File: src/hdl/msgfrag_pkg.sv
// Shared types and constants for the message fragmenter.
// Used by every module in hdl/ but msgfrag_ram; depends on nothing.
`timescale 1ns / 1ps
`default_nettype none

package msgfrag_pkg;

    // Fragment length field and payload store geometry
    localparam int LEN_W           = 6;
    localparam int STORE_DEPTH     = 1 << LEN_W;
    localparam int BANKS           = 2;
    localparam int PAYLOAD_MAX_DEF = 63;
    localparam int QUEUE_DEPTH_DEF = 2;

    // Header byte bits
    localparam int LAST_POS  = 7;
    localparam int FIRST_POS = 6;

    typedef struct packed {
        logic [7:0] data_byte;
        logic       has_byte;
        logic       end_of_message;
    } in_item_t;

    typedef struct packed {
        logic [7:0] out_byte;
        logic       end_of_fragment;
    } out_item_t;

    // One closed fragment waiting for the back end
    typedef struct packed {
        logic             bank;
        logic [LEN_W-1:0] len;
        logic             first;
        logic             last;
    } frag_desc_t;

    // Back end hands a payload bank back to the front end
    typedef struct packed {
        logic valid;
        logic bank;
    } bank_release_t;

    // Front end status, for checks at the top level
    typedef struct packed {
        logic [BANKS-1:0] busy;
        logic             wr_bank;
    } front_status_t;

    typedef enum logic [0:0] {
        BK_IDLE,
        BK_SEND
    } back_state_t;

endpackage

`default_nettype wire

File: src/hdl/msgfrag_ram.sv
// Generic single-write, single-read RAM with registered read data.
// No dependencies.
`timescale 1ns / 1ps
`default_nettype none

module msgfrag_ram #(
    parameter int WIDTH = 8,
    parameter int DEPTH = 128
) (
    input  wire logic                     clk,
    input  wire logic                     we,
    input  wire logic [$clog2(DEPTH)-1:0] waddr,
    input  wire logic [WIDTH-1:0]         wdata,
    input  wire logic                     re,
    input  wire logic [$clog2(DEPTH)-1:0] raddr,
    output logic      [WIDTH-1:0]         rdata
);

    logic [WIDTH-1:0] mem [DEPTH];

    // Write port
    always_ff @(posedge clk)
    begin
        if (we)
        begin
            mem[waddr] <= wdata;
        end
    end

    // Registered read port, holds when not enabled
    always_ff @(posedge clk)
    begin
        if (re)
        begin
            rdata <= mem[raddr];
        end
    end

endmodule

`default_nettype wire

File: src/hdl/msgfrag_front.sv
// Front end: takes input items, fills the payload banks, closes fragments.
// Depends on msgfrag_pkg.
`timescale 1ns / 1ps
`default_nettype none

module msgfrag_front #(
    parameter int PAYLOAD_MAX = msgfrag_pkg::PAYLOAD_MAX_DEF
) (
    input  wire logic                                  clk,
    input  wire logic                                  rst_n,
    input  wire logic                                  item_valid,
    output logic                                       item_stall,
    input  wire msgfrag_pkg::in_item_t                 item,
    output logic                                       ram_we,
    output logic [msgfrag_pkg::LEN_W:0]                ram_waddr,
    output logic [7:0]                                 ram_wdata,
    output logic                                       push,
    output msgfrag_pkg::frag_desc_t                    push_desc,
    input  wire msgfrag_pkg::bank_release_t            release_bank,
    output msgfrag_pkg::front_status_t                 status
);

    localparam int LEN_W = msgfrag_pkg::LEN_W;

    logic [LEN_W-1:0]              fill_reg, fill_next;
    logic                          start_reg, start_next;
    logic                          wr_bank_reg, wr_bank_next;
    logic [msgfrag_pkg::BANKS-1:0] busy_reg, busy_next;

    logic             accept;
    logic             take_byte;
    logic [LEN_W-1:0] new_fill;
    logic             close_frag;

    // Stall while the bank being filled is still owned by the back end
    assign item_stall = busy_reg[wr_bank_reg];
    assign accept     = item_valid && !item_stall;

    // Buffer the byte, then decide whether the fragment closes
    always_comb
    begin
        take_byte  = accept && item.has_byte && (fill_reg < LEN_W'(PAYLOAD_MAX));
        new_fill   = take_byte ? fill_reg + 1'b1 : fill_reg;
        close_frag = accept && (item.end_of_message || (new_fill >= LEN_W'(PAYLOAD_MAX)));

        ram_we    = take_byte;
        ram_waddr = {wr_bank_reg, fill_reg};
        ram_wdata = item.data_byte;

        push            = close_frag;
        push_desc.bank  = wr_bank_reg;
        push_desc.len   = new_fill;
        push_desc.first = start_reg;
        push_desc.last  = item.end_of_message;

        fill_next    = new_fill;
        start_next   = start_reg;
        wr_bank_next = wr_bank_reg;
        busy_next    = busy_reg;
        if (release_bank.valid)
        begin
            busy_next[release_bank.bank] = 1'b0;
        end
        if (close_frag)
        begin
            fill_next              = '0;
            start_next             = item.end_of_message;
            wr_bank_next           = ~wr_bank_reg;
            busy_next[wr_bank_reg] = 1'b1;
        end
    end

    always_ff @(posedge clk or negedge rst_n)
    begin
        if (!rst_n)
        begin
            fill_reg    <= '0;
            start_reg   <= 1'b1;
            wr_bank_reg <= 1'b0;
            busy_reg    <= '0;
        end
        else
        begin
            fill_reg    <= fill_next;
            start_reg   <= start_next;
            wr_bank_reg <= wr_bank_next;
            busy_reg    <= busy_next;
        end
    end

    assign status.busy    = busy_reg;
    assign status.wr_bank = wr_bank_reg;

endmodule

`default_nettype wire

File: src/hdl/msgfrag_queue.sv
// Small FIFO of fragment descriptors between front and back ends.
// Depends on msgfrag_pkg.
`timescale 1ns / 1ps
`default_nettype none

module msgfrag_queue #(
    parameter int DEPTH = msgfrag_pkg::QUEUE_DEPTH_DEF
) (
    input  wire logic                    clk,
    input  wire logic                    rst_n,
    input  wire logic                    push,
    input  wire msgfrag_pkg::frag_desc_t push_desc,
    input  wire logic                    pop,
    output msgfrag_pkg::frag_desc_t      head,
    output logic                         empty,
    output logic                         full
);

    localparam int PTR_W = (DEPTH > 1) ? $clog2(DEPTH) : 1;
    localparam int CNT_W = $clog2(DEPTH + 1);

    msgfrag_pkg::frag_desc_t entries [DEPTH];

    logic [PTR_W-1:0] wr_ptr_reg, wr_ptr_next;
    logic [PTR_W-1:0] rd_ptr_reg, rd_ptr_next;
    logic [CNT_W-1:0] count_reg, count_next;

    assign empty = (count_reg == '0);
    assign full  = (count_reg == CNT_W'(DEPTH));
    assign head  = entries[rd_ptr_reg];

    // Pointer and count update
    always_comb
    begin
        wr_ptr_next = wr_ptr_reg;
        rd_ptr_next = rd_ptr_reg;
        count_next  = count_reg;
        if (push)
        begin
            wr_ptr_next = (wr_ptr_reg == PTR_W'(DEPTH - 1)) ? '0 : wr_ptr_reg + 1'b1;
        end
        if (pop)
        begin
            rd_ptr_next = (rd_ptr_reg == PTR_W'(DEPTH - 1)) ? '0 : rd_ptr_reg + 1'b1;
        end
        if (push && !pop)
        begin
            count_next = count_reg + 1'b1;
        end
        else if (pop && !push)
        begin
            count_next = count_reg - 1'b1;
        end
    end

    always_ff @(posedge clk or negedge rst_n)
    begin
        if (!rst_n)
        begin
            wr_ptr_reg <= '0;
            rd_ptr_reg <= '0;
            count_reg  <= '0;
        end
        else
        begin
            wr_ptr_reg <= wr_ptr_next;
            rd_ptr_reg <= rd_ptr_next;
            count_reg  <= count_next;
        end
    end

    // Entry storage, no reset needed
    always_ff @(posedge clk)
    begin
        if (push)
        begin
            entries[wr_ptr_reg] <= push_desc;
        end
    end

endmodule

`default_nettype wire

File: src/hdl/msgfrag_back.sv
// Back end: sends the header, then streams payload bytes out of the RAM.
// Depends on msgfrag_pkg.
`timescale 1ns / 1ps
`default_nettype none

module msgfrag_back (
    input  wire logic                         clk,
    input  wire logic                         rst_n,
    input  wire msgfrag_pkg::frag_desc_t      head,
    input  wire logic                         empty,
    output logic                              pop,
    output logic                              ram_re,
    output logic [msgfrag_pkg::LEN_W:0]       ram_raddr,
    input  wire logic [7:0]                   ram_rdata,
    output msgfrag_pkg::bank_release_t        release_bank,
    output logic                              frag_valid,
    input  wire logic                         frag_stall,
    output msgfrag_pkg::out_item_t            frag
);

    localparam int LEN_W = msgfrag_pkg::LEN_W;

    msgfrag_pkg::back_state_t state_reg, state_next;
    msgfrag_pkg::frag_desc_t  cur_reg, cur_next;
    logic [LEN_W-1:0]         idx_reg, idx_next;
    logic                     out_valid_reg, out_valid_next;
    msgfrag_pkg::out_item_t   out_reg, out_next;

    logic             load_ok;
    logic [LEN_W-1:0] idx_inc;

    assign load_ok = !out_valid_reg || !frag_stall;
    assign idx_inc = idx_reg + 1'b1;

    // Sequencer: queue head header, then one byte per cycle while not stalled
    always_comb
    begin
        state_next         = state_reg;
        cur_next           = cur_reg;
        idx_next           = idx_reg;
        out_next           = out_reg;
        out_valid_next     = out_valid_reg && frag_stall;
        pop                = 1'b0;
        ram_re             = 1'b0;
        ram_raddr          = {cur_reg.bank, idx_inc};
        release_bank.valid = 1'b0;
        release_bank.bank  = cur_reg.bank;

        case (state_reg)
            msgfrag_pkg::BK_IDLE:
            begin
                if (!empty && load_ok)
                begin
                    pop            = 1'b1;
                    cur_next       = head;
                    out_valid_next = 1'b1;
                    out_next.out_byte = {head.last, head.first, head.len};
                    out_next.end_of_fragment = (head.len == '0);
                    if (head.len == '0)
                    begin
                        release_bank.valid = 1'b1;
                        release_bank.bank  = head.bank;
                    end
                    else
                    begin
                        ram_re     = 1'b1;
                        ram_raddr  = {head.bank, {LEN_W{1'b0}}};
                        idx_next   = '0;
                        state_next = msgfrag_pkg::BK_SEND;
                    end
                end
            end
            msgfrag_pkg::BK_SEND:
            begin
                if (load_ok)
                begin
                    out_valid_next           = 1'b1;
                    out_next.out_byte        = ram_rdata;
                    out_next.end_of_fragment = (idx_inc == cur_reg.len);
                    if (idx_inc == cur_reg.len)
                    begin
                        release_bank.valid = 1'b1;
                        state_next         = msgfrag_pkg::BK_IDLE;
                    end
                    else
                    begin
                        ram_re   = 1'b1;
                        idx_next = idx_inc;
                    end
                end
            end
            default:
            begin
                state_next = msgfrag_pkg::BK_IDLE;
            end
        endcase
    end

    always_ff @(posedge clk or negedge rst_n)
    begin
        if (!rst_n)
        begin
            state_reg     <= msgfrag_pkg::BK_IDLE;
            out_valid_reg <= 1'b0;
        end
        else
        begin
            state_reg     <= state_next;
            out_valid_reg <= out_valid_next;
        end
    end

    // Payload registers
    always_ff @(posedge clk)
    begin
        cur_reg <= cur_next;
        idx_reg <= idx_next;
        out_reg <= out_next;
    end

    assign frag_valid = out_valid_reg;
    assign frag       = out_reg;

endmodule

`default_nettype wire

File: src/hdl/message_fragmenter_top.sv
// Message fragmenter: one input item per cycle while a payload bank is free.
// Headers pass through the descriptor queue, then the output register;
// payload bytes follow at one per cycle from the RAM unless frag_stall.
// Two payload banks: the front stalls only when both banks await the back.
// Reset clears control state only; payload RAM is not cleared.
`timescale 1ns / 1ps
`default_nettype none

module message_fragmenter_top #(
    parameter int PAYLOAD_MAX = msgfrag_pkg::PAYLOAD_MAX_DEF,
    parameter int QUEUE_DEPTH = msgfrag_pkg::QUEUE_DEPTH_DEF
) (
    input  wire logic                   clk,
    input  wire logic                   rst_n,
    input  wire logic                   item_valid,
    output logic                        item_stall,
    input  wire msgfrag_pkg::in_item_t  item,
    output logic                        frag_valid,
    input  wire logic                   frag_stall,
    output msgfrag_pkg::out_item_t      frag
);

    localparam int LEN_W     = msgfrag_pkg::LEN_W;
    localparam int RAM_DEPTH = msgfrag_pkg::BANKS * msgfrag_pkg::STORE_DEPTH;

    logic                          ram_we;
    logic [LEN_W:0]                ram_waddr;
    logic [7:0]                    ram_wdata;
    logic                          ram_re;
    logic [LEN_W:0]                ram_raddr;
    logic [7:0]                    ram_rdata;
    logic                          push;
    logic                          pop;
    logic                          q_empty;
    logic                          q_full;
    msgfrag_pkg::frag_desc_t       push_desc;
    msgfrag_pkg::frag_desc_t       q_head;
    msgfrag_pkg::bank_release_t    release_bank;
    msgfrag_pkg::front_status_t    front_status;

    msgfrag_front #(
        .PAYLOAD_MAX (PAYLOAD_MAX)
    ) u_front (
        .clk          (clk),
        .rst_n        (rst_n),
        .item_valid   (item_valid),
        .item_stall   (item_stall),
        .item         (item),
        .ram_we       (ram_we),
        .ram_waddr    (ram_waddr),
        .ram_wdata    (ram_wdata),
        .push         (push),
        .push_desc    (push_desc),
        .release_bank (release_bank),
        .status       (front_status)
    );

    msgfrag_ram #(
        .WIDTH (8),
        .DEPTH (RAM_DEPTH)
    ) u_ram (
        .clk   (clk),
        .we    (ram_we),
        .waddr (ram_waddr),
        .wdata (ram_wdata),
        .re    (ram_re),
        .raddr (ram_raddr),
        .rdata (ram_rdata)
    );

    msgfrag_queue #(
        .DEPTH (QUEUE_DEPTH)
    ) u_queue (
        .clk       (clk),
        .rst_n     (rst_n),
        .push      (push),
        .push_desc (push_desc),
        .pop       (pop),
        .head      (q_head),
        .empty     (q_empty),
        .full      (q_full)
    );

    msgfrag_back u_back (
        .clk          (clk),
        .rst_n        (rst_n),
        .head         (q_head),
        .empty        (q_empty),
        .pop          (pop),
        .ram_re       (ram_re),
        .ram_raddr    (ram_raddr),
        .ram_rdata    (ram_rdata),
        .release_bank (release_bank),
        .frag_valid   (frag_valid),
        .frag_stall   (frag_stall),
        .frag         (frag)
    );

    // Descriptor queue never overflows nor underflows
    a_no_overflow: assert property (@(posedge clk) disable iff (!rst_n)
        push |-> (!q_full || pop))
        else $error("descriptor queue overflow");

    a_no_underflow: assert property (@(posedge clk) disable iff (!rst_n)
        pop |-> !q_empty)
        else $error("descriptor queue underflow");

    // Front never writes into a bank still owned by the back end
    a_write_free_bank: assert property (@(posedge clk) disable iff (!rst_n)
        ram_we |-> !front_status.busy[ram_waddr[LEN_W]])
        else $error("payload write into busy bank");

    // Only a busy bank is handed back
    a_release_busy: assert property (@(posedge clk) disable iff (!rst_n)
        release_bank.valid |-> front_status.busy[release_bank.bank])
        else $error("release of idle bank");

endmodule

`default_nettype wire

File: config.mk
export PLATFORM = sky130hd
export DESIGN_NAME = message_fragmenter_top
export DESIGN_NICKNAME = d
export VERILOG_FILES = /design/src/hdl/msgfrag_pkg.sv /design/src/hdl/msgfrag_ram.sv /design/src/hdl/msgfrag_front.sv /design/src/hdl/msgfrag_queue.sv /design/src/hdl/msgfrag_back.sv /design/src/hdl/message_fragmenter_top.sv
export SDC_FILE = /design/constraint.sdc
export NUM_CORES = 1
export LEC_CHECK = 0
export BUFFER_PORTS_ARGS = -buffer_cell sky130_fd_sc_hd__buf_4
export CORE_MARGIN = 2
export CORE_UTILIZATION = 25
export CTS_BUF_LIST = sky130_fd_sc_hd__clkbuf_2
export CTS_CLUSTER_DIAMETER = 100
export DETAILED_ROUTE_END_ITERATION = 8
export MAX_ROUTING_LAYER = met4
export PLACE_DENSITY_LB_ADDON = 0.08
export SYNTH_ARGS = -nofsm -noshare
export SYNTH_HDL_FRONTEND = slang
export SYNTH_SLANG_ARGS = --single-unit
File: constraint.sdc
create_clock -name clk -period 5.8 [get_ports clk]
set_clock_uncertainty 0.2 [all_clocks]
set_input_delay 0.87 -clock clk [delete_from_list [all_inputs] [get_ports clk]]
set_output_delay 0.87 -clock clk [all_outputs]
set_load 0.01 [all_outputs]
==> results of run 1 <==
worst max-delay path by stage:
stage / slack [ps] / endpoint / cells after the start
2_1_floorplan: 2250 / u_queue.entries[0][0]$_DFFE_PP_ / 7
3_3_place_gp: 460 / u_ram.rdata[4]$_DFFE_PP_ / 10
3_5_place_dp: 780 / u_ram.rdata[1]$_DFFE_PP_ / 10
4_1_cts: 810 / u_ram.rdata[5]$_DFFE_PP_ / 9
5_1_grt: 700 / u_ram.rdata[5]$_DFFE_PP_ / 9
6_report: 760 / u_ram.rdata[5]$_DFFE_PP_ / 9
per-stage QoR:
stage	instances	setup slack, ps	total power [W]	hold slack (ps)	cell area (µm²)
final	5638	763	0.0278	295	50300
after global routing	5636	697	0.0290	206	50300
after CTS	5630	805	0.0281	61.7	50200
after detailed placement	5070	781	0.0224	263	47200
after global placement	5068	458	0.0224	254	47100
after floorplan	2783	2250	0.0156	237	43500
worst register-to-register path, cell delays in order, from the launching register on:
cell	delay [ps]
edfxtp_1	390
nor4_1	560
and3_2	890
o31a_1	680
buf_4	380
nor2_1	80
a221oi_1	230
nor3_1	140
nor4_1	1080
o32a_1	310
cell families after synthesis:
logic type	count (synthesis)	synth area share [%]
and+or+nand+nor	728	7.20
buffers and inverters	189	1.87
muxes	214	6.71
adders and majority gates	3	0.0862
AOI/OAI and AO/OA	537	8.81
DFF	1088	74.8
xor gates and xnor gates	24	0.483
layer usage:
| layer | wire (µm) | vias up |
|---|---|---|
| met5 | 0 | - |
| met2 | 77900 | 1157 |
| li1 | - | 11900 |
| met1 | 75100 | 14200 |
| met3 | 13300 | 292 |
| met4 | 5210 | 0 |
cells in the final DEF (no fill, tap or decap), types with 15 or more instances in the layout:
cell	count
nand3_1	77
nand2_1	294
a311oi_1	19
dfrtp_1	15
mux2_2	74
o21ai_0	80
o211ai_1	18
dlygate4sd3_1	30
o22ai_1	42
clkbuf_2	457
buf_4	120
o221ai_1	20
edfxtp_1	1072
nor3_1	36
and3_1	21
clkinv_1	55
mux2i_1	85
a21oi_1	87
mux4_2	55
a221oi_1	28
a211oi_1	30
a31oi_1	52
nor2_1	224
area by class of cell:
| class | instances | area (µm²) |
|---|---|---|
| clock buffers | 457 | 2290 |
| diodes | 8 | 20.0 |
| multi-input cells | 1506 | 10400 |
| flip-flops and latches | 1088 | 32600 |
| clock inverters | 67 | 342 |
| well taps | 2325 | 2910 |
| repair buffers | 174 | 1680 |
| fillers | 17700 | 123000 |
| inverters | 13 | 48.8 |
report_power, final:
group | switching [W] | leakage [nW] | internal (W)
registers | 0.000220 | 9.84 | 0.00888
logic | 0.00923 | 4.38 | 0.00384
clock network | 0.00337 | 2.06 | 0.00221
total | 0.0128 | 16.3 | 0.0149
timing repair:
| item | CTS | global route |
|---|---|---|
| endpoints found under the setup margin | 0 | 0 |
| hold buffers | 36 | 0 |
| endpoints found under the hold margin | 1112 | 0 |
==> results.yml, run 1 <==
run_status:
  outcome: "complete, no violations"
sta:
  finalHoldViolCount: 0
  grt_setup_unrepaired: "false"
  setup_viol: 0
  max_slew_margin_pct: 12.2
  min_period_ps: 5040
  max_freq_mhz: 199
  tightestPinTransition_ps: 1310
  min_period_over_period_pct: 86.8
  setup-tns-final_ps: 0
  drv_slew: 0
setup_path:
  reg2reg_depth: 9
  worstPathMaxFanout: 22
  crit_path_start: "u_queue.entries[1][4]$_DFFE_PP_"
  cpPeakStageDelay_ps: 1080
  cp_slowest_cell: "nor4_1"
  cp_cell_sequence: "nor4_1, and3_2, o31a_1, buf_4, nor2_1, a221oi_1, nor3_1, nor4_1, o32a_1"
  required_ps: 7200
  worst_path_most_repeated_cell: "nor4_1"
  r2r_end: "u_ram.rdata[5]$_DFFE_PP_"
  crit_buf_inv: 1
  rrSetupSlack_ps: 760
  critPathTopFamily: "simple AND/OR/NAND/NOR gates"
  endpoint_kind: "flip-flop"
  cp.arrival_ps: 6440
  cp-start-kind: "flip-flop"
  r2r-start: "u_queue.entries[1][4]$_DFFE_PP_"
  path_class: "flip-flop to flip-flop"
logic_synthesis:
  synth_common_cells: "edfxtp_1, nand2_1, nor2_1, clkbuf_1, a21oi_1"
  netlist_instances: 2783
  synth_area_leaders: "edfxtp_1, mux4_2, nand2_1"
  synth_seq_cells: 1088
  synth-async-reset-ratio_pct: 1.47
  yosys.area.top_type_share_pct: 73.9
  ys_seq_area_share_pct: 74.8
  synth_area_leader_cell: "edfxtp_1"
  synth_cell_types: 80
  synthesis.nets: 2800
  syn_avg_cell_area_um2: 15.6
  yosysMostFrequentCell: "edfxtp_1"
  synth_warnings: 0
  synth_top_flop_cell: "edfxtp_1"
  synth-edff-count: 1072
  synth_area_um2: 43500
final_layout:
  regMostFlops: "u_ram.mem"
  nets: 3123
  largest_reg_flops: 1024
  utilization_pct: 29.0
  drive_above_1_share_pct: 23.9
  area_growth_pct: 15.4
global_route:
  grt_usage_pct: 19.6
  use_met3_pct: 5.55
  antenna_found_initial: 15
  grt_pass1_wl_um: 234000
  grt_max_degree: 129
  grt_remaining_overflow: 0
  grt_pass1_vias: 27900
  use_met2_pct: 29.6
  busiest_layer: "met2"
  grtUsageMet1_pct: 25.1
placed_design:
  portBuffers: 24
  gp_congestion: 0.830
  dp.final_hpwl_um: 106000
power:
  vdd_drop_max_uv: 386
  powerDensity_nw_per_um2: 552
  p_leak_nw: 16.3
clock_tree:
  clockRootBuffer: "clkbuf_2"
  clkTransAtPathRegs_ps: 90
  cts_setup_buffers: 0
  clk_latency_ps: 1740
  clock_path_buffers: 4
  cts_made_buffers: 323
  cts.htree.levels: 5
  cts-resized-gates: 0
  cts_tree: "built"
  clock_sinks: 1088
worst_hold_path:
  holdCritPathClass: "flip-flop to flip-flop"
  hold_start: "u_queue.wr_ptr_reg$_DFFE_PN0P_"
  hold_end: "u_queue.wr_ptr_reg$_DFFE_PN0P_"
  whs_path_depth: 1
floorplan:
  core_area_um2: 173000
  ios: 25
  start_util_pct: 25.1
  die_area_um2: 178000
  row_count: 153
  die_y_um: 421
  die_w_um: 421
drt:
  ant_nets: 0
  drc: 0
  wirelength_um: 172000
  drt_pass1_iterations: 7
  viasPerCell: 4.88
  via_count: 27500
  drt-initial-drc-count: 2863
  wire_per_inst_um: 30.4
job:
  max-cap-violations: 0
Note: power is estimated with default switching activity, not from simulation.
==> run 2: changes to the inputs <==
Settings changed: CORE_UTILIZATION 25 to 45.
==> results.yml, run 2 (synthesis results as in run 1) <==
run_status:
  outcome: "complete, no violations"
clock_tree:
  cts.htree.levels: 5
  clock_path_buffers: 4
  cts_made_buffers: 292
  cts_setup_buffers: 0
  cts_tree: "built"
  clock_sinks: 1088
  clockRootBuffer: "clkbuf_2"
  clk_latency_ps: 1550
  clkTransAtPathRegs_ps: 120
global_route:
  grt_pass1_vias: 27200
  grt_remaining_overflow: 0
  grt_max_degree: 99
  use_met3_pct: 7.34
  grtUsageMet1_pct: 41.5
  busiest_layer: "met1"
  antenna_found_initial: 8
  use_met2_pct: 41.0
  grt_pass1_wl_um: 199000
  grt_usage_pct: 29.1
final_layout:
  regMostFlops: "u_ram.mem"
  fill_cells: 8331
  final_common_cell: "edfxtp_1"
  final_cell_mix: "edfxtp_1, clkbuf_2, nand2_1"
  regArea_um2: 32600
  area_growth_pct: 10.3
  nets: 3040
  largest_reg_flops: 1024
  multi_input_area_um2: 10400
  drive_above_1_share_pct: 21.7
  stdcell_area_um2: 48000
sta:
  max_slew_margin_pct: 11.4
  setup_viol: 0
  finalHoldViolCount: 0
  tightestPinTransition_ps: 1330
  max_freq_mhz: 205
  min_period_ps: 4870
  worst_hold_slack_ps: 269
  min_period_over_period_pct: 84.0
  drv_slew: 0
  grt_setup_unrepaired: "false"
  setup-tns-final_ps: 0
drt:
  drc: 0
  drt-initial-drc-count: 3840
  wirelength_um: 140000
  ant_nets: 0
  via_count: 27600
  wire_per_inst_um: 31.1
  viasPerCell: 6.16
  drt_pass1_iterations: 6
floorplan:
  row_count: 114
  die_area_um2: 99300
  die_w_um: 315
  die_y_um: 315
  ios: 25
  start_util_pct: 45.2
  core_area_um2: 96300
job:
  max-cap-violations: 0
setup_path:
  path_class: "flip-flop to flip-flop"
  worstPathMaxFanout: 27
  r2r_end: "u_ram.rdata[3]$_DFFE_PP_"
  worst_path_most_repeated_cell: "buf_4"
  cp-start-kind: "flip-flop"
  cp_slowest_cell: "dfrtp_1"
  required_ps: 6870
  rrSetupSlack_ps: 930
  cpPeakStageDelay_ps: 770
  endpoint_kind: "flip-flop"
  cp.arrival_ps: 5940
  cp_cell_sequence: "nand3_1, buf_4, a31oi_4, buf_4, nand2_1, or4_1, o41ai_1, o32ai_1, a32oi_1"
  reg2reg_depth: 9
  r2r-start: "u_queue.rd_ptr_reg$_DFFE_PN0P_"
power:
  vdd_drop_max_uv: 580
  p_leak_nw: 15.8
  powerDensity_nw_per_um2: 543
placed_design:
  portBuffers: 24
  post_dp_cell_area_um2: 45500
  gp_congestion: 0.958
  dp.final_hpwl_um: 87000
worst_hold_path:
  whs_path_depth: 4
  hold_end: "u_back.frag[1]$_DFFE_PP_"
  hold_start: "frag_stall"
  holdCritPathClass: "input pin to flip-flop"
-- run 2: what timing repair did --
item                                   in CTS  in global routing
hold buffers                               18                  0
gates resized for setup                     0                  0
endpoints found under the hold margin     682                  0
setup endpoints to repair                   0                  0
-- run 2: metrics by stage --
stage                     util, %  setup WS (ps)  std cells  power, W
final                        49.9            927       4485    0.0261
after detailed placement     47.2            748       3987    0.0209
after global placement       47.2            724       3987    0.0209
after global routing         49.9            864       4484    0.0270
after CTS                    49.9           1010       4480    0.0260
after floorplan                 -           2250       2783    0.0156
-- run 2: routing by layer --
layer,share of wire (%),wire [µm]
met5,0,0
met4,2.5,3540
met3,10,14400
met2,44,61600
met1,43,60100
-- run 2: worst max path at each step --
stage,end,slack (ps),from
2_1_floorplan,u_queue.entries[0][0]$_DFFE_PP_,2250,item_valid
3_3_place_gp,u_ram.rdata[4]$_DFFE_PP_,720,frag_stall
3_5_place_dp,u_ram.rdata[4]$_DFFE_PP_,750,frag_stall
4_1_cts,u_ram.rdata[3]$_DFFE_PP_,1010,u_queue.rd_ptr_reg$_DFFE_PN0P_
5_1_grt,u_ram.rdata[3]$_DFFE_PP_,860,u_queue.rd_ptr_reg$_DFFE_PN0P_
6_report,u_ram.rdata[3]$_DFFE_PP_,930,u_queue.rd_ptr_reg$_DFFE_PN0P_
-- run 2: area by class of cell --
class / count / share of cell area (%)
sequential: 1088 / 67.9
antenna: 5 / 0.0260
clock buffer: 406 / 4.23
timing repair buffer: 122 / 2.16
multi-input combinational: 1506 / 21.6
clock inverter: 69 / 0.711
inverter: 13 / 0.102
tap: 1276 / 3.32
-- run 2: power by group --
part | internal, W | switching [W]
Combinational | 0.00358 | 0.00832
Sequential | 0.00888 | 0.000224
Clock | 0.00199 | 0.00308
Total | 0.0144 | 0.0116
-- run 2: critical path, delay by kind of cell, from the launching register on --
| family | cells | cell delay, ps |
|---|---|---|
| flip-flops | 1 | 770 |
| AND/OR/NAND/NOR | 3 | 1510 |
| AO/OA/AOI/OAI | 4 | 1260 |
| buffers and inverters | 2 | 910 |
